$ cat src/rtl/core/ila_pkg.sv
// Shared constants and types of the implicit-list heap allocator.
`default_nettype none
package ila_pkg;

  localparam int HEAP_BYTES_DEF       = 65536;
  localparam int INIT_CHUNK_BYTES_DEF = 4096;

  localparam int          WORD_W    = 32;
  localparam logic [31:0] SZ_MASK   = 32'hFFFF_FFF8;
  localparam logic [31:0] MIN_BLOCK = 32'd16;

  typedef enum logic [1:0] {
    FN_INIT  = 2'd0,
    FN_ALLOC = 2'd1,
    FN_FREE  = 2'd2,
    FN_NONE  = 2'd3
  } func_t;

  typedef enum logic {
    ALU_ADD = 1'b0,
    ALU_SUB = 1'b1
  } alu_op_t;

endpackage
`default_nettype wire

$ cat src/rtl/core/ila_alu.sv
// Shared 32-bit add/subtract unit used by the allocator sequencer.
`default_nettype none
module ila_alu (
  input  wire ila_pkg::alu_op_t                op,
  input  wire logic [ila_pkg::WORD_W-1:0] a,
  input  wire logic [ila_pkg::WORD_W-1:0] b,
  output logic      [ila_pkg::WORD_W-1:0] sum
);

  always_comb begin
    case (op)
      ila_pkg::ALU_ADD: sum = a + b;
      ila_pkg::ALU_SUB: sum = a - b;
      default:          sum = a + b;
    endcase
  end

endmodule
`default_nettype wire

$ cat config.mk
export PLATFORM = sky130hd
export DESIGN_NAME = ila_alu
export DESIGN_NICKNAME = d
export VERILOG_FILES = /design/src/rtl/core/ila_pkg.sv /design/src/rtl/core/ila_alu.sv
export SDC_FILE = /design/constraint.sdc
export NUM_CORES = 1
export LEC_CHECK = 0
export BUFFER_PORTS_ARGS = -buffer_cell sky130_fd_sc_hd__buf_2
export CORE_UTILIZATION = 53
export DETAILED_ROUTE_END_ITERATION = 12
export GPL_ROUTABILITY_DRIVEN = 0
export PLACE_DENSITY = 0.91
export REMOVE_ABC_BUFFERS = 1
export SLEW_MARGIN = 20
export SYNTH_ARGS = -nofsm -noshare
export SYNTH_HDL_FRONTEND = slang
export SYNTH_SLANG_ARGS = --single-unit
$ cat constraint.sdc
create_clock -name vclk -period 6.7
set_clock_uncertainty 0.2 [all_clocks]
set_input_delay 0.335 -clock vclk [all_inputs]
set_output_delay 0.335 -clock vclk [all_outputs]
set_load 0.01 [all_outputs]
==> summary.md <==
| Metric | Value |
|---|---|
| Warnings from Yosys | `0` |
| Fillers | `approximately 390` |
| Type of the worst setup path | `in2out` |
| Number of setup buffers added after CTS | `0` |
| Starting density of the core | `0.5688` |
| Peak Freq | `approximately 0.21 GHz` |
| DRT iter0 DRCs | `roughly 310` |
| Gr usage total | `0.2956` |
| Post-DP Area | `roughly 0.0029 mm^2` |
| # DRC | `0` |
| WP data required | `just over 6 ns` |
| Overflow after GRT | `0` |
| Max_slew headroom | `0.3533` |
| Min-Delay Startpoint | `a[1]` |
| Grt met3 use | `0.01809` |
| Number of global-route vias before repair | `2656` |
| PortBufs | `a little under 100` |
| Routed vias/inst | `a little over 6` |
| Grt met2 use | `0.5343` |
| # Max-Cap Violations | `0` |
| Worst EP arrival | `between 4 and 5 ns` |
| Cell taking the most area after synthesis | `ha_1` |
| Slew @ Worst Pin | `about 0.96 ns` |
| Vias | `roughly 3000` |
| DP Wirelength | `5768 um` |
| GR peak layer | `met2` |
| Period utilisation layout | `0.7225` |
| Chip height | `approximately 70 um` |
| Setup TNS | `0 ns` |
| Top area cells in the synthesized netlist | `ha_1, xnor2_1, a21oi_1` |
| Sequential cell area | `0 um^2` |
| Most frequent cells in the layout | `buf_2, a21oi_1, xnor2_1` |
| Avg Cell Area, Syn | `6.774 um^2` |
| Routed Antenna Nets | `0` |
| Hold/Removal Path Class | `in2out` |
| Clock buf count | `0` |
| RSZ-0062 raised after global routing | `false` |
| Final hold vios | `0` |
| Synthesis-to-layout area growth | `21.39%` |
| Layout net count | `approximately 530` |
| I/O pin total | `just under 100` |
| First-pass iteration count of the detailed router | `5` |
| Synth Instances | `between 300 and 400` |
| Final Cell Area | `approximately 0.0029 mm^2` |
| Fin crit period | `4.841 ns` |
| Unique masters post-synth | `roughly 50` |
| Detailed Route WL | `just under 7000 um` |
| Status | `complete, no violations` |
| Horiz. Die Dim | `just under 70 um` |
| Power per standard cell area | `between 100 and 150 mW/mm^2` |
| Crit path from | `b[5]` |
| Final Slew Violations | `0` |
| Synthesized area | `0.002357 mm^2` |
| Sequential area share after synthesis | `0` |
| Worst Path Max Fanout | `7` |
| Met1 usage | `0.3767` |
| Final cell count without fillers | `between 400 and 500` |
| Seq_cells | `0` |
| Wire length per cell | `14.13 um` |
| Commonest non-fill, non-tap cell in the layout | `buf_2` |
| Final Setup Violations | `0` |
| Core ar. | `0.004144 mm^2` |
| Hold-fix buffers, CTS | `0` |
| Peak VDD IR | `approximately 85 uV` |
| First-pass GRT wire length | `between 10000 and 15000 um` |
| Post-synth top area share | `0.1699` |
| Setup crit start kind | `input port` |
| Fraction of layout cells with a size suffix above 1 | `0.2535` |
| FP Rows | `23` |
| Largest net degree at the start of global routing | `32` |
| Initial antenna violation count | `0` |
| Hold_ws | `between 0.8 and 0.9 ns` |
| Post-cts sizing count | `0` |
| Setup crit end kind | `output pin` |
| Placed insts | `around 480` |
| Static leakage | `approximately 1.3 nW` |
| Die area | `0.004718 mm^2` |
| # diodes | `0` |
-- path summary, 6_finish.rpt --
kind / to / slack (ns) / cells past startpoint
max: sum[25] / 1.86 / 16
min: sum[1] / 0.87 / 3
-- worst max-delay path, cell delays in order --
cell,delay [ns]
buf_2,0.11
or4_4,0.57
or3_4,0.35
nor2_2,0.11
nand2_1,0.07
nor3_1,0.31
a21oi_1,0.15
xnor2_1,0.17
ha_1,0.42
nand3_1,0.16
or3_1,0.40
o21ai_2,0.29
a311oi_1,0.26
o31ai_1,0.30
xor2_1,0.16
buf_2,0.14
-- logic make-up after synthesis --
| family | count (synthesis) | share of synthesized area |
|---|---|---|
| AND/OR/NAND/NOR | 124 | 0.2718 |
| AO/OA/AOI/OAI | 105 | 0.2797 |
| XOR/XNOR | 58 | 0.2187 |
| adder cells (fa/ha/maj) | 33 | 0.1783 |
| buffers and inverters | 26 | 0.04246 |
| multiplexers | 2 | 0.009023 |
-- cell usage after synthesis, drive strengths merged --
master	instances
a211oi	2
a21o	7
a21oi	45
a311oi	2
a31oi	7
a32o	1
a41oi	2
and3	6
buf	2
clkbuf	9
fa	1
ha	32
inv	15
mux2	1
mux2i	1
nand2	24
nand2b	1
nand3	9
nand3b	1
nand4	5
nor2	39
nor2b	5
nor3	17
nor4	5
nor4b	3
o211ai	3
o21a	5
o21ai	18
o21ba	1
o21bai	7
o2bb2ai	2
o31a	1
o31ai	1
o41ai	1
or2	1
or3	5
or4	3
xnor2	43
xor2	15
-- layer usage --
layer | up-vias | part of all wire
li1 | 1443 | -
met1 | 1357 | 0.42
met2 | 172 | 0.47
met3 | 35 | 0.073
met4 | 0 | 0.034
met5 | - | 0
-- stage by stage --
step | worst slack, ns | power [W] | util
6_report | 1.859 | 0.0004141 | 0.6905
5_1_grt | 1.590 | 0.0004564 | 0.6905
4_1_cts | 1.941 | 0.0004085 | 0.6905
3_5_place_dp | 1.961 | 0.0004069 | 0.6905
3_3_place_gp | 2.054 | 0.0003956 | 0.6905
2_1_floorplan | 2.497 | 0.0002718 | -
-- area by class of cell --
| type | count | area [um^2] | share of cell area |
|---|---|---|---|
| inverter | 15 | 56.30 | 0.01968 |
| timing repair buffer | 97 | 485.5 | 0.1697 |
| tap | 50 | 62.56 | 0.02186 |
| multi-input combinational | 322 | 2257 | 0.7888 |
-- power breakdown --
group	internal, W	leakage, nW	switching, W
sequential	0	0	0
combinational	0.000178	1.31	0.000236
clock	0	0	0
total	0.000178	1.31	0.000236
Power figures use the tool's default switching activity.
